===== config.mk =====
export PLATFORM = sky130hd
export DESIGN_NAME = alpha_keyed_blit_with_exposure_unit_flat
export DESIGN_NICKNAME = d
export VERILOG_FILES = /design/src/design/akbe_pkg.sv /design/src/design/akbe_pixel_if.sv /design/src/design/akbe_result_if.sv /design/src/design/alpha_keyed_blit_with_exposure_unit.sv /design/src/design/akbe_cfg_regs.sv /design/src/design/akbe_scan.sv /design/src/design/akbe_shade.sv /design/src/flat_wrapper.sv
export SDC_FILE = /design/constraint.sdc
export NUM_CORES = 1
export LEC_CHECK = 0
export BUFFER_PORTS_ARGS = -buffer_cell sky130_fd_sc_hd__buf_2
export CAP_MARGIN = 20
export CORE_MARGIN = 4
export CORE_UTILIZATION = 35
export DETAILED_ROUTE_END_ITERATION = 10
export PLACE_DENSITY = 0.59
export SYNTH_ARGS = -nofsm -noshare
export SYNTH_HDL_FRONTEND = slang
export SYNTH_SLANG_ARGS = --single-unit

===== constraint.sdc =====
create_clock -name clk -period 8.7 [get_ports clk]
set_clock_uncertainty 0.1 [all_clocks]
set_input_delay 1.74 -clock clk [delete_from_list [all_inputs] [get_ports clk]]
set_output_delay 1.74 -clock clk [all_outputs]
set_load 0.005 [all_outputs]

===== src/design/akbe_pkg.sv =====
// Shared types and constants for the alpha-keyed blit with exposure.
// Depends on nothing; every other file of the block but the two channel interfaces imports it.
package akbe_pkg;

	// Default screen geometry in pixels.
	localparam int ScreenWidthDefault  = 1024;
	localparam int ScreenHeightDefault = 768;

	// Largest image side that the counters cover.
	localparam int MaxSide = 1024;

	// Configuration port address width: seven 32-bit registers at 4*i.
	localparam int CfgAddrW = 5;

	// Register indexes on the configuration port.
	typedef enum logic [2:0] {
		REG_DEST_X          = 3'd0,
		REG_DEST_Y          = 3'd1,
		REG_IMAGE_WIDTH     = 3'd2,
		REG_IMAGE_HEIGHT    = 3'd3,
		REG_EXPOSURE_ENABLE = 3'd4,
		REG_EXPOSURE_VALUE  = 3'd5,
		REG_ALPHA_THRESHOLD = 3'd6
	} akbe_reg_t;

	// Configuration as the datapath sees it, image sizes already clamped.
	typedef struct packed {
		logic [9:0] dest_x;
		logic [9:0] dest_y;
		logic [9:0] last_col;
		logic [9:0] last_row;
		logic       exposure_enable;
		logic [7:0] exposure_value;
		logic [7:0] alpha_threshold;
	} akbe_cfg_t;

	// One pixel beat held between the scan stage and the shading stage.
	typedef struct packed {
		logic [31:0] source_pixel;
		logic [10:0] screen_x;
		logic [10:0] screen_y;
		logic        last_pixel;
		logic        outside_screen;
	} akbe_beat_t;

endpackage


===== src/design/akbe_pixel_if.sv =====
// Source pixel channel: valid/ready handshake carrying one ARGB pixel.
// Depends on nothing.
interface akbe_pixel_if;
	logic        valid;
	logic        ready;
	logic [31:0] source_pixel;

	modport source (output valid, output source_pixel, input ready);
	modport sink (input valid, input source_pixel, output ready);
endinterface


===== src/design/akbe_result_if.sv =====
// Result channel: valid/ready handshake carrying one screen-buffer write.
// Depends on nothing.
interface akbe_result_if;
	logic        valid;
	logic        ready;
	logic        write_enable;
	logic [19:0] pixel_address;
	logic [23:0] shaded_rgb;
	logic        last_pixel;
	logic        outside_screen;

	modport source (output valid, output write_enable, output pixel_address,
		output shaded_rgb, output last_pixel, output outside_screen, input ready);
	modport sink (input valid, input write_enable, input pixel_address,
		input shaded_rgb, input last_pixel, input outside_screen, output ready);
endinterface


===== src/design/alpha_keyed_blit_with_exposure_unit.sv =====
// Top level of the alpha-keyed sprite blit with exposure scaling.
// Depends on akbe_pkg, akbe_pixel_if, akbe_result_if, akbe_cfg_regs,
// akbe_scan and akbe_shade.
//
// Usage:
//   Source ARGB pixels arrive in row-major order on the pixels channel, one
//   beat per pixel. Each beat yields exactly one result beat on the results
//   channel: write enable, 20-bit screen-buffer address, 24-bit colour,
//   last-pixel and off-screen flags. Registers are set over the APB-style
//   port while no pixel is in flight; pready is always high.
//   An accepted beat is captured in the stage-one register, then moves to the
//   result register, from which it is offered on the results channel.
//   Throughput: one pixel per cycle while the receiver takes results, set by the two-stage pipeline; every
//   unit (counters, three 8x8 channel multipliers, the address multiply by
//   the screen width) takes one beat per cycle.
//   When the receiver stalls, the result register holds its beat and the
//   first stage fills; pixels.ready drops only once both stages are full.
//   Reset clears the counters, both valid flags and the registers to their
//   defaults (alpha threshold 255, image size 1 by 1, exposure off).
module alpha_keyed_blit_with_exposure_unit #(
	parameter int SCREEN_WIDTH  = akbe_pkg::ScreenWidthDefault,
	parameter int SCREEN_HEIGHT = akbe_pkg::ScreenHeightDefault
) (
	input  logic                          clk,
	input  logic                          arst_n,
	input  logic                          psel,
	input  logic                          penable,
	input  logic                          pwrite,
	input  logic [akbe_pkg::CfgAddrW-1:0] paddr,
	input  logic [31:0]                   pwdata,
	output logic [31:0]                   prdata,
	output logic                          pready,
	akbe_pixel_if.sink                    pixels,
	akbe_result_if.source                 results
);
	import akbe_pkg::*;

	akbe_cfg_t  cfg;
	akbe_beat_t beat_s1;
	logic       valid_s1;
	logic       adv_s1;

	// Configuration registers.
	akbe_cfg_regs u_cfg (
		.clk     (clk),
		.arst_n  (arst_n),
		.psel    (psel),
		.penable (penable),
		.pwrite  (pwrite),
		.paddr   (paddr),
		.pwdata  (pwdata),
		.prdata  (prdata),
		.pready  (pready),
		.cfg     (cfg)
	);

	// Counters and first stage.
	akbe_scan #(
		.SCREEN_WIDTH  (SCREEN_WIDTH),
		.SCREEN_HEIGHT (SCREEN_HEIGHT)
	) u_scan (
		.clk      (clk),
		.arst_n   (arst_n),
		.pixels   (pixels),
		.cfg      (cfg),
		.adv_s1   (adv_s1),
		.beat_s1  (beat_s1),
		.valid_s1 (valid_s1)
	);

	// Key, exposure, address and result register.
	akbe_shade #(
		.SCREEN_WIDTH (SCREEN_WIDTH)
	) u_shade (
		.clk      (clk),
		.arst_n   (arst_n),
		.cfg      (cfg),
		.beat_s1  (beat_s1),
		.valid_s1 (valid_s1),
		.adv_s1   (adv_s1),
		.results  (results)
	);

endmodule


===== src/design/akbe_cfg_regs.sv =====
// APB-style configuration registers with readback and image-size clamping.
// Depends on akbe_pkg.
module akbe_cfg_regs (
	input  logic                                clk,
	input  logic                                arst_n,
	input  logic                                psel,
	input  logic                                penable,
	input  logic                                pwrite,
	input  logic [akbe_pkg::CfgAddrW-1:0]       paddr,
	input  logic [31:0]                         pwdata,
	output logic [31:0]                         prdata,
	output logic                                pready,
	output akbe_pkg::akbe_cfg_t                 cfg
);
	import akbe_pkg::*;

	logic [9:0]  dest_x_q;
	logic [9:0]  dest_y_q;
	logic [10:0] image_width_q;
	logic [10:0] image_height_q;
	logic        exposure_enable_q;
	logic [7:0]  exposure_value_q;
	logic [7:0]  alpha_threshold_q;
	logic        wr_en;
	akbe_reg_t   reg_sel;

	// A size of zero acts as one, a size above the maximum acts as the maximum.
	function automatic logic [9:0] last_index(input logic [10:0] side);
		if (side == 11'd0) begin
			return 10'd0;
		end else if (side > 11'(MaxSide)) begin
			return 10'(MaxSide - 1);
		end else begin
			return 10'(side - 11'd1);
		end
	endfunction

	assign pready  = 1'b1;
	assign wr_en   = psel && penable && pwrite && pready;
	assign reg_sel = akbe_reg_t'(paddr[4:2]);

	// Register writes in the access phase.
	always_ff @(posedge clk or negedge arst_n) begin
		if (!arst_n) begin
			dest_x_q          <= '0;
			dest_y_q          <= '0;
			image_width_q     <= 11'd1;
			image_height_q    <= 11'd1;
			exposure_enable_q <= 1'b0;
			exposure_value_q  <= '0;
			alpha_threshold_q <= 8'hFF;
		end else if (wr_en) begin
			unique case (reg_sel)
				REG_DEST_X:          dest_x_q          <= pwdata[9:0];
				REG_DEST_Y:          dest_y_q          <= pwdata[9:0];
				REG_IMAGE_WIDTH:     image_width_q     <= pwdata[10:0];
				REG_IMAGE_HEIGHT:    image_height_q    <= pwdata[10:0];
				REG_EXPOSURE_ENABLE: exposure_enable_q <= pwdata[0];
				REG_EXPOSURE_VALUE:  exposure_value_q  <= pwdata[7:0];
				REG_ALPHA_THRESHOLD: alpha_threshold_q <= pwdata[7:0];
				default: ;
			endcase
		end
	end

	// Readback of the stored values.
	always_comb begin
		unique case (reg_sel)
			REG_DEST_X:          prdata = 32'(dest_x_q);
			REG_DEST_Y:          prdata = 32'(dest_y_q);
			REG_IMAGE_WIDTH:     prdata = 32'(image_width_q);
			REG_IMAGE_HEIGHT:    prdata = 32'(image_height_q);
			REG_EXPOSURE_ENABLE: prdata = 32'(exposure_enable_q);
			REG_EXPOSURE_VALUE:  prdata = 32'(exposure_value_q);
			REG_ALPHA_THRESHOLD: prdata = 32'(alpha_threshold_q);
			default:             prdata = '0;
		endcase
	end

	// Datapath view of the configuration.
	always_comb begin
		cfg.dest_x          = dest_x_q;
		cfg.dest_y          = dest_y_q;
		cfg.last_col        = last_index(image_width_q);
		cfg.last_row        = last_index(image_height_q);
		cfg.exposure_enable = exposure_enable_q;
		cfg.exposure_value  = exposure_value_q;
		cfg.alpha_threshold = alpha_threshold_q;
	end

	a_thresh_write: assert property (@(posedge clk) disable iff (!arst_n)
		wr_en && reg_sel == REG_ALPHA_THRESHOLD |=> alpha_threshold_q == $past(pwdata[7:0]))
		else $error("alpha threshold write lost");

endmodule


===== src/design/akbe_scan.sv =====
// Scan stage: column and row counters, screen position and first pipeline
// register. Depends on akbe_pkg and akbe_pixel_if.
module akbe_scan #(
	parameter int SCREEN_WIDTH  = akbe_pkg::ScreenWidthDefault,
	parameter int SCREEN_HEIGHT = akbe_pkg::ScreenHeightDefault
) (
	input  logic                 clk,
	input  logic                 arst_n,
	akbe_pixel_if.sink           pixels,
	input  akbe_pkg::akbe_cfg_t  cfg,
	input  logic                 adv_s1,
	output akbe_pkg::akbe_beat_t beat_s1,
	output logic                 valid_s1
);
	import akbe_pkg::*;

	logic [9:0]  col_q;
	logic [9:0]  row_q;
	logic        accept;
	logic        col_end;
	logic        row_end;
	logic [10:0] screen_x;
	logic [10:0] screen_y;
	akbe_beat_t  beat;

	assign pixels.ready = !valid_s1 || adv_s1;
	assign accept       = pixels.valid && pixels.ready;

	// Position of the current pixel on the screen.
	always_comb begin
		col_end             = col_q >= cfg.last_col;
		row_end             = row_q >= cfg.last_row;
		screen_x            = 11'(cfg.dest_x) + 11'(col_q);
		screen_y            = 11'(cfg.dest_y) + 11'(row_q);
		beat.source_pixel   = pixels.source_pixel;
		beat.screen_x       = screen_x;
		beat.screen_y       = screen_y;
		beat.last_pixel     = col_end && row_end;
		beat.outside_screen = (32'(screen_x) >= 32'(SCREEN_WIDTH)) ||
			(32'(screen_y) >= 32'(SCREEN_HEIGHT));
	end

	// Counters step once per accepted beat; the image wraps at its end.
	always_ff @(posedge clk or negedge arst_n) begin
		if (!arst_n) begin
			col_q <= '0;
			row_q <= '0;
		end else if (accept) begin
			if (col_end) begin
				col_q <= '0;
				row_q <= row_end ? 10'd0 : row_q + 10'd1;
			end else begin
				col_q <= col_q + 10'd1;
			end
		end
	end

	// Stage one valid flag.
	always_ff @(posedge clk or negedge arst_n) begin
		if (!arst_n) begin
			valid_s1 <= 1'b0;
		end else if (pixels.ready) begin
			valid_s1 <= pixels.valid;
		end
	end

	// Stage one payload.
	always_ff @(posedge clk) begin
		if (accept) begin
			beat_s1 <= beat;
		end
	end

	a_col_wrap: assert property (@(posedge clk) disable iff (!arst_n)
		accept && col_end |=> col_q == 10'd0)
		else $error("column counter did not wrap");

	a_col_step: assert property (@(posedge clk) disable iff (!arst_n)
		accept && !col_end |=> col_q == $past(col_q) + 10'd1 && row_q == $past(row_q))
		else $error("column counter did not step");

endmodule


===== src/design/akbe_shade.sv =====
// Shading stage: alpha key, exposure scaling, screen address and the result
// register. Depends on akbe_pkg and akbe_result_if.
module akbe_shade #(
	parameter int SCREEN_WIDTH = akbe_pkg::ScreenWidthDefault
) (
	input  logic                 clk,
	input  logic                 arst_n,
	input  akbe_pkg::akbe_cfg_t  cfg,
	input  akbe_pkg::akbe_beat_t beat_s1,
	input  logic                 valid_s1,
	output logic                 adv_s1,
	akbe_result_if.source        results
);
	import akbe_pkg::*;

	localparam logic [12:0] ScreenW = 13'(SCREEN_WIDTH);

	logic        valid_s2;
	logic        write_enable_s2;
	logic [19:0] pixel_address_s2;
	logic [23:0] shaded_rgb_s2;
	logic        last_pixel_s2;
	logic        outside_s2;
	logic [7:0]  alpha;
	logic [23:0] color;
	logic [23:0] color_out;
	logic [24:0] addr_full;

	// Exact floor(c * v / 255) for 8-bit operands, by reciprocal and shift.
	function automatic logic [7:0] scale_channel(input logic [7:0] c, input logic [7:0] v);
		logic [15:0] prod;
		logic [16:0] sum;
		prod = 16'(c) * 16'(v);
		sum  = 17'(prod) + 17'(prod[15:8]) + 17'd1;
		return sum[15:8];
	endfunction

	assign adv_s1 = !valid_s2 || results.ready;

	// Colour, key and address for the beat in stage one.
	always_comb begin
		alpha = beat_s1.source_pixel[31:24];
		color = beat_s1.source_pixel[23:0];
		if (cfg.exposure_enable) begin
			color_out = {scale_channel(color[23:16], cfg.exposure_value),
				scale_channel(color[15:8], cfg.exposure_value),
				scale_channel(color[7:0], cfg.exposure_value)};
		end else begin
			color_out = color;
		end
		addr_full = 25'(beat_s1.screen_y) * 25'(ScreenW) + 25'(beat_s1.screen_x);
	end

	// Result valid flag.
	always_ff @(posedge clk or negedge arst_n) begin
		if (!arst_n) begin
			valid_s2 <= 1'b0;
		end else if (adv_s1) begin
			valid_s2 <= valid_s1;
		end
	end

	// Result payload.
	always_ff @(posedge clk) begin
		if (adv_s1 && valid_s1) begin
			write_enable_s2  <= (alpha >= cfg.alpha_threshold) && !beat_s1.outside_screen;
			pixel_address_s2 <= beat_s1.outside_screen ? 20'd0 : addr_full[19:0];
			shaded_rgb_s2    <= color_out;
			last_pixel_s2    <= beat_s1.last_pixel;
			outside_s2       <= beat_s1.outside_screen;
		end
	end

	assign results.valid          = valid_s2;
	assign results.write_enable   = write_enable_s2;
	assign results.pixel_address  = pixel_address_s2;
	assign results.shaded_rgb     = shaded_rgb_s2;
	assign results.last_pixel     = last_pixel_s2;
	assign results.outside_screen = outside_s2;

	a_off_screen: assert property (@(posedge clk) disable iff (!arst_n)
		valid_s2 && outside_s2 |-> !write_enable_s2 && pixel_address_s2 == 20'd0)
		else $error("off-screen pixel would be written");

	a_stage_hold: assert property (@(posedge clk) disable iff (!arst_n)
		valid_s1 && !adv_s1 |=> valid_s1 && valid_s2)
		else $error("beat dropped while the result stalled");

endmodule


===== src/flat_wrapper.sv =====
// flat-port wrapper written by rule: the top's interface ports become plain ports
module alpha_keyed_blit_with_exposure_unit_flat import akbe_pkg::*;
#(
	parameter int SCREEN_WIDTH  = akbe_pkg::ScreenWidthDefault,
	parameter int SCREEN_HEIGHT = akbe_pkg::ScreenHeightDefault
)
  (clk, arst_n, psel, penable, pwrite, paddr, pwdata, prdata, pready, pixels_valid, pixels_source_pixel, pixels_ready, results_valid, results_write_enable, results_pixel_address, results_shaded_rgb, results_last_pixel, results_outside_screen, results_ready);
  akbe_pixel_if pixels_i ();
  akbe_result_if results_i ();
  input  logic clk;
  input  logic arst_n;
  input  logic psel;
  input  logic penable;
  input  logic pwrite;
  input  logic [akbe_pkg::CfgAddrW-1:0] paddr;
  input  logic [31:0] pwdata;
  output logic [31:0] prdata;
  output logic pready;
  input wire logic [$bits(pixels_i.valid)-1:0] pixels_valid;
  input wire logic [$bits(pixels_i.source_pixel)-1:0] pixels_source_pixel;
  output wire logic [$bits(pixels_i.ready)-1:0] pixels_ready;
  output wire logic [$bits(results_i.valid)-1:0] results_valid;
  output wire logic [$bits(results_i.write_enable)-1:0] results_write_enable;
  output wire logic [$bits(results_i.pixel_address)-1:0] results_pixel_address;
  output wire logic [$bits(results_i.shaded_rgb)-1:0] results_shaded_rgb;
  output wire logic [$bits(results_i.last_pixel)-1:0] results_last_pixel;
  output wire logic [$bits(results_i.outside_screen)-1:0] results_outside_screen;
  input wire logic [$bits(results_i.ready)-1:0] results_ready;
  assign pixels_i.valid = pixels_valid;
  assign pixels_i.source_pixel = pixels_source_pixel;
  assign pixels_ready = pixels_i.ready;
  assign results_valid = results_i.valid;
  assign results_write_enable = results_i.write_enable;
  assign results_pixel_address = results_i.pixel_address;
  assign results_shaded_rgb = results_i.shaded_rgb;
  assign results_last_pixel = results_i.last_pixel;
  assign results_outside_screen = results_i.outside_screen;
  assign results_i.ready = results_ready;
  alpha_keyed_blit_with_exposure_unit #(.SCREEN_WIDTH(SCREEN_WIDTH), .SCREEN_HEIGHT(SCREEN_HEIGHT)) u_core (.clk(clk), .arst_n(arst_n), .psel(psel), .penable(penable), .pwrite(pwrite), .paddr(paddr), .pwdata(pwdata), .prdata(prdata), .pready(pready), .pixels(pixels_i), .results(results_i));
endmodule

; ---- After elaboration in Yosys (flattened, before gate mapping)
; Cells that the tools add are included.
[op_classes]
addsub = 13
mul = 3
order_cmp = 7
eq_ne = 6
n_mux = 8
reduce_logical = 23
[op_table]
columns = operator, n
row1 = $pmux 11 s7, 1
row2 = $mux 10, 6
row3 = $add 16x1->16 const B, 3
row4 = $add 16x8->16, 3
row5 = $mul 8x8->16, 3
row6 = $mux 24, 1
row7 = $add 10x10->11, 2
row8 = $gt 11x11->1 const B, 2
row9 = $logic_not 11->1, 2
row10 = $add 10x1->10 const B, 2
row11 = $add 20x11->20, 1
row12 = $ge 10x10->1, 2
row13 = $sub 10x1->10 const B, 2
row14 = $reduce_and 2->1, 8
row15 = $ge 11x10->1 const B, 1
row16 = $ge 11x11->1 const B, 1
row17 = $eq 3x3->1 const B, 3
row18 = $ge 8x8->1, 1
row19 = $eq 3x2->1 const B, 2
row20 = $logic_and 1x1->1, 6
row21 = $eq 3x1->1 const B, 1
row22 = $logic_not 1->1, 3
row23 = $logic_not 3->1, 1
row24 = $logic_or 1x1->1, 3
[word_totals]
reg_bits = 183
inputBits = 76
out_inout_bits = 82
wordCells = 81

; ---- Longest topological paths before layout
; Gate-level depths: netlist of the first run.
[logic_depth]
ltp_word = 5
depth_mapped = 26

; ---- By module
; Synthesis of the first run repeated with hierarchy kept, for this count alone.
[hier_totals]
cells_unflattened = 1711
area_unflattened_um2 = 17239.0
[modules_own_cells]
columns = mod, instances, cells_per_inst, area_each_um2, seq_area_each_um2
row1 = akbe_shade, 1, 1051, 9616.7, 1436.4
row2 = akbe_scan, 1, 332, 4003.8, 2207.1
row3 = akbe_cfg_regs, 1, 328, 3618.5, 1488.9

; ---- Worst setup path before layout of the first run
; No wires, ideal clock.
[synth_timing]
path_type = reg-to-reg
start = reg u_core.u_cfg.exposure_value_q[7]
end = reg u_core.u_shade.shaded_rgb_s2[0] (netlist: u_core.u_shade.results.shaded_rgb[0]) (data pin)
t_arrival_ns = 5.946
setup_slack_ns = 2.394
stages_incl_launch_ff = 24
path_buffers = 1
path_cell_list = dfrtp_1 clkbuf_1 nand2_1 fa_1 fa_1 inv_1 fa_1 inv_1 fa_1 inv_1 ha_1 o211ai_1 o211ai_1 nand2_1 xnor2_1 ha_1 a21o_1 a21oi_1 a21boi_0 a31o_2 maj3_2 a221oi_4 xnor2_1 mux2_2
[synth_via]
elab_chain_len = 4
[synth_lines]
columns = element, line_no
row1 = "start, declared", akbe_cfg_regs.sv:22  ; logic [7:0] exposure_value_q;
row2 = "start signal, assigned", akbe_cfg_regs.sv:59  ; REG_EXPOSURE_VALUE: exposure_value_q <= pwdata[7:0];
row3 = $mul 8x8->16, akbe_shade.sv:33  ; prod = 16'(c) * 16'(v);
row4 = $add 16x8->16, akbe_shade.sv:34  ; sum = 17'(prod) + 17'(prod[15:8]) + 17'd1;
row5 = $add 16x1->16, akbe_shade.sv:34
row6 = $mux 24, akbe_shade.sv:44  ; if (cfg.exposure_enable) begin
row7 = named net u_core.u_shade.color_out[0], akbe_shade.sv:26  ; logic [23:0] color_out;
row8 = "end signal, assigned", akbe_shade.sv:68  ; shaded_rgb_s2 <= color_out;
row9 = "end, declared", akbe_shade.sv:21  ; logic [23:0] shaded_rgb_s2;
; The timed path passes the listed nets, and every way through them passes these cells.
; A chain may end at the register's enable or synchronous reset.

; ---- Worst setup path after layout of the first run
[layout_timing]
start = reg u_core.u_cfg.exposure_value_q[7]
end = reg u_core.u_shade.shaded_rgb_s2[15] (netlist: u_core.u_shade.results.shaded_rgb[15]) (data pin)
; Same word-level chain as after synthesis.

==> results of run 1 <==
## layer usage
layer,up-vias,share of wire
met2,221,0.51
met4,0,0.021
met1,5986,0.43
met5,-,0
met3,42,0.039
li1,5748,-
## state kept, by name (all words and copies together), names as in the netlist, 8 cells and up
register and count:
u_core.u_scan.col_q 10, u_core.u_cfg.image_width_q 11, u_core.u_cfg.dest_y_q 10, u_core.u_cfg.dest_x_q 10
u_core.u_cfg.exposure_value_q 8, u_core.u_scan.row_q 10, u_core.u_shade.results.pixel_address 20, u_core.u_shade.results.shaded_rgb 24
u_core.u_cfg.alpha_threshold_q 8, u_core.u_scan.beat_s1 55, u_core.u_cfg.image_height_q 11
## cell usage in the layout (no fill, tap or decap), types with 22 or more instances in the layout
master	synthesis	layout
sky130_fd_sc_hd__inv_1	183	183
sky130_fd_sc_hd__ha_1	181	181
sky130_fd_sc_hd__and2_1	163	162
sky130_fd_sc_hd__buf_2	1	111
sky130_fd_sc_hd__fa_1	110	110
sky130_fd_sc_hd__edfxtp_1	102	102
sky130_fd_sc_hd__nor2_1	93	93
sky130_fd_sc_hd__nand2_1	88	88
sky130_fd_sc_hd__a21oi_1	87	87
sky130_fd_sc_hd__dfrtp_1	71	71
sky130_fd_sc_hd__xnor2_1	64	64
sky130_fd_sc_hd__o21ai_0	53	53
sky130_fd_sc_hd__mux2_2	53	53
sky130_fd_sc_hd__xor2_1	34	34
sky130_fd_sc_hd__nand3_1	33	33
sky130_fd_sc_hd__nor2b_1	33	33
sky130_fd_sc_hd__a21o_1	23	23
sky130_fd_sc_hd__conb_1	2	22
## logic make-up (layout without fill, tap and decap cells)
group	Yosys count	after routing	share of synthesized area
adders and majority gates	295	295	0.2704
and+or+nand+nor	499	499	0.1594
buffers and inverters	250	337	0.06131
other	2	22	0.0004504
DFF	183	183	0.3060
muxes	70	70	0.05276
xor gates and xnor gates	100	100	0.05433
AOI/OAI and AO/OA	246	246	0.09531
## layout make-up
| class | count | area (um^2) | share of cell area |
|---|---|---|---|
| Multi-Input combinational cell | 1232 | 10630 | 0.5762 |
| Inverter | 185 | 694.4 | 0.03763 |
| Timing Repair Buffer | 120 | 643.1 | 0.03485 |
| Clock inverter | 15 | 196.4 | 0.01064 |
| Clock buffer | 17 | 425.4 | 0.02305 |
| Tap cell | 607 | 759.5 | 0.04115 |
| Sequential cell | 183 | 5102 | 0.2765 |
## metrics by stage
stage	setup WS (ns)	hold WS, ns	total power (uW)	cells	utilization
after floorplan	2.394	0.3003	3970	1665	-
after CTS	1.397	0.3262	5631	2357	0.3932
after global routing	0.7403	0.3507	6199	2359	0.3939
final	1.380	0.3241	5578	2359	0.3939
after detailed placement	1.431	0.3066	4778	2325	0.3799
after global placement	1.527	0.3113	4670	2325	0.3799
## where the power goes
part	leakage [uW]	total [uW]	switching, uW	internal (uW)
logic	0.00639	3450	1950	1510
registers	0.00201	1310	195	1120
clock network	0.000300	813	416	397
## how the worst min path moves through the flow
stage	from	slack (ns)	endpoint	cells after the start
after detailed placement	u_core.u_scan.beat_s1[1]	0.31	u_core.u_shade.results.last_pixel	0
after CTS	u_core.u_scan.beat_s1[1]	0.33	u_core.u_shade.results.last_pixel	0
final	u_core.u_scan.beat_s1[1]	0.32	u_core.u_shade.results.last_pixel	0
after global placement	u_core.u_scan.beat_s1[1]	0.31	u_core.u_shade.results.last_pixel	0
after global routing	u_core.u_scan.beat_s1[1]	0.35	u_core.u_shade.results.last_pixel	0
after floorplan	u_core.u_scan.beat_s1[1]	0.30	u_core.u_shade.results.last_pixel	0
==> flow_summary.yaml, run 1 <==
sta:
  setup_tns_ns: 0
  clock.fmax_ghz: 0.1366
  max_slew_margin: 0.3107
  final_hold_fails: 0
  maxSlewViolCount: 0
  timing.final.crit_share: 0.8414
  report.final.setup_viol: 0
  rsz0062_at_grt: "false"
  final_period_minus_worst_setup_slack_ns: 7.320
  tightest_slew_ns: 1.034
die:
  core-area_mm2: 0.04685
  floorplan.rows: 79
  die_h_um: 226.3
  pin_count: 158
  floorplan.die.width_um: 226.3
  dieArea_mm2: 0.05119
  starting_density_of_the_core: 0.3558
placed_design:
  gpl.final_weighted_congestion: 0.8486
  detailedPlacementHpwl_um: 30630
  placedInstanceArea_mm2: 0.01780
  io_buffers: 112
yosys:
  synth_area_leader_cell: "sky130_fd_sc_hd__edfxtp_1"
  asyncSetResetFlopFracSynth: 0.4426
  warning_count_from_the_yosys_run: 0
  ys_seq_elements: 183
  synth_top_area_frac: 0.1837
  synth-edff-count: 102
  syn_inst: 1645
  postSynth.topFlopCell: "sky130_fd_sc_hd__edfxtp_1"
  synth.area.top_cells: "sky130_fd_sc_hd__edfxtp_1, sky130_fd_sc_hd__ha_1, sky130_fd_sc_hd__fa_1, sky130_fd_sc_hd__dfrtp_1, sky130_fd_sc_hd__and2_1"
  synth_seq_area_share: 0.3060
  yosys.cell_count.top_type: "sky130_fd_sc_hd__inv_1"
  most_instantiated_cells_after_synthesis: "sky130_fd_sc_hd__inv_1, sky130_fd_sc_hd__ha_1, sky130_fd_sc_hd__and2_1, sky130_fd_sc_hd__fa_1, sky130_fd_sc_hd__edfxtp_1"
  synth_area_mm2: 0.01667
  postSynthAreaPerCell_um2: 10.14
  synth.lib_cells_used.distinct: 79
setup_path:
  critical_path.startpoint_type: "flop"
  r2r_cell_count: 23
  worst-endpoint-arrival_ns: 7.40
  path_buf_inv: 3
  cell_breakdown_of_the_critical_path: "nand2_1 -> fa_1 -> fa_1 -> inv_1 -> fa_1 -> inv_1 -> fa_1 -> inv_1 -> ha_1 -> a21oi_1 -> o211ai_2 -> a21boi_0 -> xnor2_1 -> ha_1 -> a21o_1 -> a21oi_1 -> nand4bb_1 -> a41oi_1 -> a21oi_1 -> a31oi_1 -> and4bb_1 -> xnor2_1 -> mux2i_1"
  worst-endpoint-required_ns: 8.78
  timing.setup.critical_path_class: "reg -> reg"
  critPathCapture: "u_core.u_shade.results.shaded_rgb[15]"
  worst-r2r-setup-slack_ns: 1.38
  cpPeakStageDelay_ns: 0.93
  reg2reg_from: "u_core.u_cfg.exposure_value_q[7]"
  worstSetupStartpoint: "u_core.u_cfg.exposure_value_q[7]"
  rr_endpoint: "u_core.u_shade.results.shaded_rgb[15]"
  path_depth: 23
  critPathCaptureType: "flop"
  critical-path-top-cell-by-count: "sky130_fd_sc_hd__fa_1"
  cpMaxStageDelayCell: "sky130_fd_sc_hd__dfrtp_1"
  path_max_fanout: 26
  cp_top_family: "adder cells"
global_routing:
  track_usage: 0.1608
  globalRouteMet1Util: 0.2039
  grt_most_used_layer: "met2"
  global_route.usage.met2: 0.2839
  first_global_vias: 12540
  grt_pass1_wl_um: 65390
  grtUsageMet3: 0.02641
  grt_start_max_net_pins: 82
  grt_overflow: 0
  antenna_found_initial: 0
clock_tree:
  cts_sinks: 183
  cts_max_path_bufs: 2
  number_of_post_cts_setup_repair_buffers: 0
  cts.hold.buffers_added: 0
  tritoncts: "done"
  clk_latency_ns: 0.46
  htreeDepth: 4
  post_cts_resized: 0
  clock_pin_slew_on_the_worst_setup_and_hold_paths_ns: 0.09
  cell_at_the_root_of_the_clock_tree: "sky130_fd_sc_hd__clkbuf_16"
  tritoncts.num_buffers: 17
drt:
  remaining_drc_errors: 0
  detail_route.iter0.violations: 638
  drt-vias-per-instance: 5.086
  finalWirelength_um: 39850
  avgRoutedWirePerCell_um: 16.89
  postRouteAntennaNets: 0
  detailedRoute.firstPassIterationCount: 8
  num_vias: 12000
layout:
  antenna_cells_inserted: 0
  final_nets: 2106
  area_growth_pct: 10.69
  layout.cell_area.non_filler_mm2: 0.01846
  fraction_of_layout_cells_with_a_size_suffix_above_1: 0.1398
  fillerInstances: 4640
run_status:
  result_of_the_run: "completed"
power_and_ir_drop:
  cellPowerDensity_mw_per_mm2: 302.3
  leakage_uw: 0.008693
  ir_worst_vdd_mv: 0.1401
run:
  maxCapViolCount: 0
min_path:
  min_path_type: "reg -> reg"
Note: power is estimated with default switching activity, not from simulation.
==> run 2, diff against run 1 <==
Clock period 8.7 ns to 7.1 ns, I/O delays scaled along.
==> run 2 against run 1 <==
Via count about the same. Sequential power grew 21%. Routed wire length up 0.28%. Utilization is 0.16 points higher. Largest cell class unchanged. Flip-flop and latch count did not move. Die area did not move. Critical path depth unchanged. Combinational power rose by 26%. Total power rose by 23%. Global-route usage barely moved. Cell count rose by 0.68%.
==> flow_summary.yaml, run 2 (same netlist as run 1, synthesis figures left out) <==
run_status:
  result_of_the_run: "completed"
clock_tree:
  cts_max_path_bufs: 2
  tritoncts.num_buffers: 17
  clk_latency_ns: 0.45
  cts.hold.buffers_added: 0
  cell_at_the_root_of_the_clock_tree: "sky130_fd_sc_hd__clkbuf_16"
  clock_pin_slew_on_the_worst_setup_and_hold_paths_ns: 0.08
  cts_sinks: 183
  htreeDepth: 4
  tritoncts: "done"
die:
  starting_density_of_the_core: 0.3558
  floorplan.rows: 79
  floorplan.die.width_um: 226.3
  dieArea_mm2: 0.05119
  core-area_mm2: 0.04685
  pin_count: 158
  die_h_um: 226.3
layout:
  final_nets: 2122
  final_common_cell: "sky130_fd_sc_hd__inv_1"
  largest_register_ffs: 55
  fraction_of_layout_cells_with_a_size_suffix_above_1: 0.1505
  area_growth_pct: 11.14
  layout.cells.most_common_list: "sky130_fd_sc_hd__inv_1, sky130_fd_sc_hd__ha_1, sky130_fd_sc_hd__and2_1"
  top_register: "u_core.u_scan.beat_s1"
  final_cell_count_no_fill: 2375
  antenna_cells_inserted: 0
placed_design:
  detailedPlacementHpwl_um: 30680
  io_buffers: 112
  post-place-cells: 2339
  gpl.final_weighted_congestion: 0.8543
drt:
  remaining_drc_errors: 0
  postRouteAntennaNets: 0
  finalWirelength_um: 39960
  detailedRoute.firstPassIterationCount: 4
  drt-vias-per-instance: 5.056
  avgRoutedWirePerCell_um: 16.82
  detail_route.iter0.violations: 546
  num_vias: 12010
run:
  maxCapViolCount: 0
power_and_ir_drop:
  internal_power_uw: 3786
  power.share.switching: 0.4486
  leakage_uw: 0.008747
  seq_power_share: 0.232
  power.share.combinational: 0.631
  power.share.clock: 0.137
  ir_worst_vdd_mv: 0.1875
  cellPowerDensity_mw_per_mm2: 370.5
  switchingPower_uw: 3080
global_routing:
  antenna_found_initial: 0
  grt_pass1_wl_um: 65400
  first_global_vias: 12450
  grt_overflow: 0
  track_usage: 0.1607
  grt_start_max_net_pins: 82
setup_path:
  timing.setup.critical_path_class: "reg -> reg"
  worst-endpoint-required_ns: 7.16
  critical_path.startpoint_type: "flop"
  worst-endpoint-arrival_ns: 6.80
  critPathCaptureType: "flop"
  path_max_fanout: 9
sta:
  report.final.setup_viol: 0
  clock.fmax_ghz: 0.1484
  maxSlewViolCount: 0
  final_hold_fails: 0
  max_slew_margin: 0.3300
  timing.final.crit_share: 0.9492
  final_period_minus_worst_setup_slack_ns: 6.739
  tightest_slew_ns: 1.001
  rsz0062_at_grt: "false"
  setup_tns_ns: 0
min_path:
  min_path_type: "reg -> reg"
## run 2: metal layers
layer	share of wire	GRT usage	wire length (um)
met1	0.43	0.2046	17130
met2	0.52	0.2872	20660
met3	0.038	0.02512	1509
met4	0.017	0.03908	661
met5	0	0	0
## run 2: final timing paths
path / start / to / slack (ns) / depth (start not counted)
max in group asynchronous: arst_n / u_core.u_cfg.alpha_threshold_q[3] / 5.42 / 2
worst max-delay path: u_core.u_scan.beat_s1[35] / u_core.u_shade.results.shaded_rgb[14] / 0.36 / 23
worst min register to register: u_core.u_scan.beat_s1[1] / u_core.u_shade.results.last_pixel / 0.32 / 0
min in group asynchronous: arst_n / u_core.u_cfg.dest_y_q[4] / 0.80 / 1
worst max register to register: u_core.u_scan.beat_s1[35] / u_core.u_shade.results.shaded_rgb[14] / 0.36 / 23
worst min-delay path: u_core.u_scan.beat_s1[1] / u_core.u_shade.results.last_pixel / 0.32 / 0
## run 2: what timing repair did
item	in CTS	in global routing
gates resized for setup	0	8
setup buffers	0	2
setup endpoints to repair	0	17
## run 2: power groups by stage
stage	registers [uW]	logic, uW	clock network (uW)
after floorplan	1510	3360	0
after global routing	1630	4970	1010
after CTS	1600	4340	973
after detailed placement	1620	4300	0
after global placement	1620	4180	0
final	1590	4330	938
## run 2: final cells by class
class                           instances  area (um^2)
Clock buffer                           20        457.9
Clock inverter                         12        107.6
Fill cell                            4675        28320
Inverter                              185        694.4
Multi-Input combinational cell       1232        10640
Sequential cell                       183         5110
Tap cell                              607        759.5
Timing Repair Buffer                  136        763.2
## run 2: through the flow
stage                     power (uW)  utilization  area, um^2  worst slack (ns)  hold WS, ns
final                           6866       0.3955       18530            0.3606       0.3184
after floorplan                 4864            -       16750            0.7941       0.3003
after detailed placement        5918       0.3821       17900            0.2459       0.3110
after global placement          5800       0.3821       17900            0.3662       0.3102
after CTS                       6911       0.3942       18470            0.2370       0.3222
after global routing            7605       0.3955       18530           0.02152       0.3357
## run 2: critical path: stages, from the launching register on
cell	delay (ns)
sky130_fd_sc_hd__edfxtp_1	0.64
sky130_fd_sc_hd__nand2_1	0.15
sky130_fd_sc_hd__fa_1	0.51
sky130_fd_sc_hd__fa_1	0.49
sky130_fd_sc_hd__inv_1	0.06
sky130_fd_sc_hd__fa_1	0.52
sky130_fd_sc_hd__inv_1	0.05
sky130_fd_sc_hd__fa_1	0.52
sky130_fd_sc_hd__inv_1	0.04
sky130_fd_sc_hd__ha_1	0.35
sky130_fd_sc_hd__a21oi_1	0.22
sky130_fd_sc_hd__o21ai_1	0.15
sky130_fd_sc_hd__a221o_1	0.35
sky130_fd_sc_hd__a21oi_1	0.19
sky130_fd_sc_hd__xnor2_1	0.18
sky130_fd_sc_hd__ha_1	0.35
sky130_fd_sc_hd__a21oi_1	0.10
sky130_fd_sc_hd__nand4bb_1	0.11
sky130_fd_sc_hd__a41oi_1	0.16
sky130_fd_sc_hd__maj3_1	0.39
sky130_fd_sc_hd__o31ai_2	0.35
sky130_fd_sc_hd__nand4_1	0.19
sky130_fd_sc_hd__xnor2_1	0.18
sky130_fd_sc_hd__a21oi_1	0.10
==> run 3, diff against run 2 <==
Settings changed: CORE_ASPECT_RATIO set to 1.75.
==> run 3 against run 2 <==
Highest routed layer unchanged. Combinational power rose by 2%. Flip-flop and latch count did not move. Sequential share of layout area fell by 0.15 points. Cell area rose by 0.51%. Critical endpoint is now u_core.u_shade.results.shaded_rgb[23]. Clock-buffer cell count fell by 2. Via count rose by 1.6%.
==> flow_summary.yaml, run 3 (same netlist as run 1, synthesis figures left out) <==
layout:
  area_growth_pct: 11.72
  fillerInstances: 4629
  largest_register_ffs: 55
  top_register: "u_core.u_scan.beat_s1"
  final_nets: 2139
  fraction_of_layout_cells_with_a_size_suffix_above_1: 0.1557
  layout.cells.most_common_list: "sky130_fd_sc_hd__inv_1, sky130_fd_sc_hd__ha_1, sky130_fd_sc_hd__and2_1"
  final_cell_count_no_fill: 2374
  multi_input_area_mm2: 0.01064
  final-seq-area_mm2: 0.005107
  final_common_cell: "sky130_fd_sc_hd__inv_1"
global_routing:
  track_usage: 0.1648
  first_global_vias: 13090
  grt_start_max_net_pins: 77
  grt_pass1_wl_um: 67940
  antenna_found_initial: 1
  grt_overflow: 0
setup_path:
  cpMaxStageDelayCell: "sky130_fd_sc_hd__fa_1"
  cell_breakdown_of_the_critical_path: "buf_4 -> nand2_1 -> fa_1 -> fa_1 -> inv_1 -> fa_1 -> inv_1 -> fa_1 -> inv_1 -> ha_1 -> a21o_1 -> or4_1 -> o211a_1 -> o41ai_2 -> xnor2_1 -> ha_1 -> a211o_1 -> nor3_1 -> nor3_1 -> buf_4 -> and4_1 -> xnor2_1 -> mux2i_1"
  timing.setup.critical_path_class: "reg -> reg"
  critical-path-top-cell-by-count: "sky130_fd_sc_hd__fa_1"
  critical_path.startpoint_type: "flop"
  cpPeakStageDelay_ns: 0.55
  critPathCaptureType: "flop"
  worst-endpoint-required_ns: 7.18
  path_max_fanout: 11
  path_buf_inv: 5
  cp_top_family: "adder cells"
  worst-endpoint-arrival_ns: 6.79
clock_tree:
  clock_pin_slew_on_the_worst_setup_and_hold_paths_ns: 0.08
  clk_latency_ns: 0.46
  cts_max_path_bufs: 2
  tritoncts.num_buffers: 17
  tritoncts: "done"
  cell_at_the_root_of_the_clock_tree: "sky130_fd_sc_hd__clkbuf_16"
  htreeDepth: 4
  cts.hold.buffers_added: 0
  cts_sinks: 183
sta:
  timing.final.ws_setup_ns: 0.3955
  final_period_minus_worst_setup_slack_ns: 6.704
  clock.fmax_ghz: 0.1492
  rsz0062_at_grt: "false"
  maxSlewViolCount: 0
  tightest_slew_ns: 1.074
  report.final.setup_viol: 0
  max_slew_margin: 0.2811
  timing.final.crit_share: 0.9443
  final_hold_fails: 0
  setup_tns_ns: 0
power_and_ir_drop:
  seq_power_share: 0.228
  power.share.switching: 0.4557
  power.share.combinational: 0.637
  ir_worst_vdd_mv: 0.2130
  power.share.clock: 0.135
  total_power_uw: 6960
  internal_power_uw: 3789
  switchingPower_uw: 3172
  cellPowerDensity_mw_per_mm2: 373.7
  leakage_uw: 0.008826
drt:
  finalWirelength_um: 41820
  drt-vias-per-instance: 5.138
  postRouteAntennaNets: 0
  remaining_drc_errors: 0
  detailedRoute.firstPassIterationCount: 4
  avgRoutedWirePerCell_um: 17.61
  detail_route.iter0.violations: 538
  num_vias: 12200
die:
  pin_count: 158
  floorplan.die.width_um: 173.0
  dieArea_mm2: 0.05133
  floorplan.rows: 105
  starting_density_of_the_core: 0.3545
  core-area_mm2: 0.04703
  die_h_um: 296.7
placed_design:
  io_buffers: 112
  detailedPlacementHpwl_um: 33500
  gpl.final_weighted_congestion: 0.8725
  pre_cts_ws_ns: 0.1982
  post-place-cells: 2334
min_path:
  min_path_type: "reg -> reg"
run:
  maxCapViolCount: 0
run_status:
  result_of_the_run: "completed"
## run 3: cell types whose count changed in the layout (fill, tap and decap cells not counted), sizes merged
cell / before / now
buf: 136 / 153
clkinv: 2 / 10
inv: 194 / 189
clkbuf: 20 / 18
clkinvlp: 1 / 0
diode: 0 / 1
## run 3: cell type report
type                       instances  area share
tap                              588     0.03950
multi-input combinational       1232      0.5712
sequential                       183      0.2742
clock inverter                    14    0.007860
inverter                         185     0.03728
antenna                            1   0.0001344
clock buffer                      18     0.02304
timing repair buffer             153     0.04676
## run 3: what timing repair did
action	in CTS	in global routing
resized for setup	0	6
endpoints found under the setup margin	0	20
setup buffers	0	7
## run 3: power groups by stage
stage / sequential, uW / combinational [uW] / clock (uW)
floorplan: 1510 / 3360 / 0
global placement: 1610 / 4280 / 0
detailed placement: 1620 / 4400 / 0
CTS: 1590 / 4440 / 973
global route: 1610 / 5070 / 1010
finish: 1590 / 4430 / 942
## run 3: worst paths after layout
| kind | slack (ns) | to | depth (start not counted) | from |
|---|---|---|---|---|
| max | 0.40 | u_core.u_shade.results.shaded_rgb[23] | 23 | u_core.u_cfg.exposure_value_q[7] |
| min | 0.34 | u_core.u_shade.results.last_pixel | 0 | u_core.u_scan.beat_s1[1] |
| max reg2reg | 0.40 | u_core.u_shade.results.shaded_rgb[23] | 23 | u_core.u_cfg.exposure_value_q[7] |
| min reg2reg | 0.34 | u_core.u_shade.results.last_pixel | 0 | u_core.u_scan.beat_s1[1] |
| max in group asynchronous | 5.01 | u_core.u_cfg.exposure_value_q[5] | 2 | arst_n |
| min in group asynchronous | 0.66 | u_core.u_scan.valid_s1 | 1 | arst_n |
## run 3: metal layers
metal	track usage	routed length [um]	vias up
li1	-	-	5807
met1	0.1695	14940	6085
met2	0.3287	24100	234
met3	0.01921	1124	72
met4	0.07286	1657	0
met5	0	0	-
## run 3: through the flow
stage	instance area [um^2]	hold slack, ns	utilization
after global placement	17970	0.3100	0.3822
after global routing	18630	0.3450	0.3960
after detailed placement	17970	0.3295	0.3822
after floorplan	16750	0.3003	-
final	18630	0.3407	0.3960
after CTS	18550	0.3430	0.3944
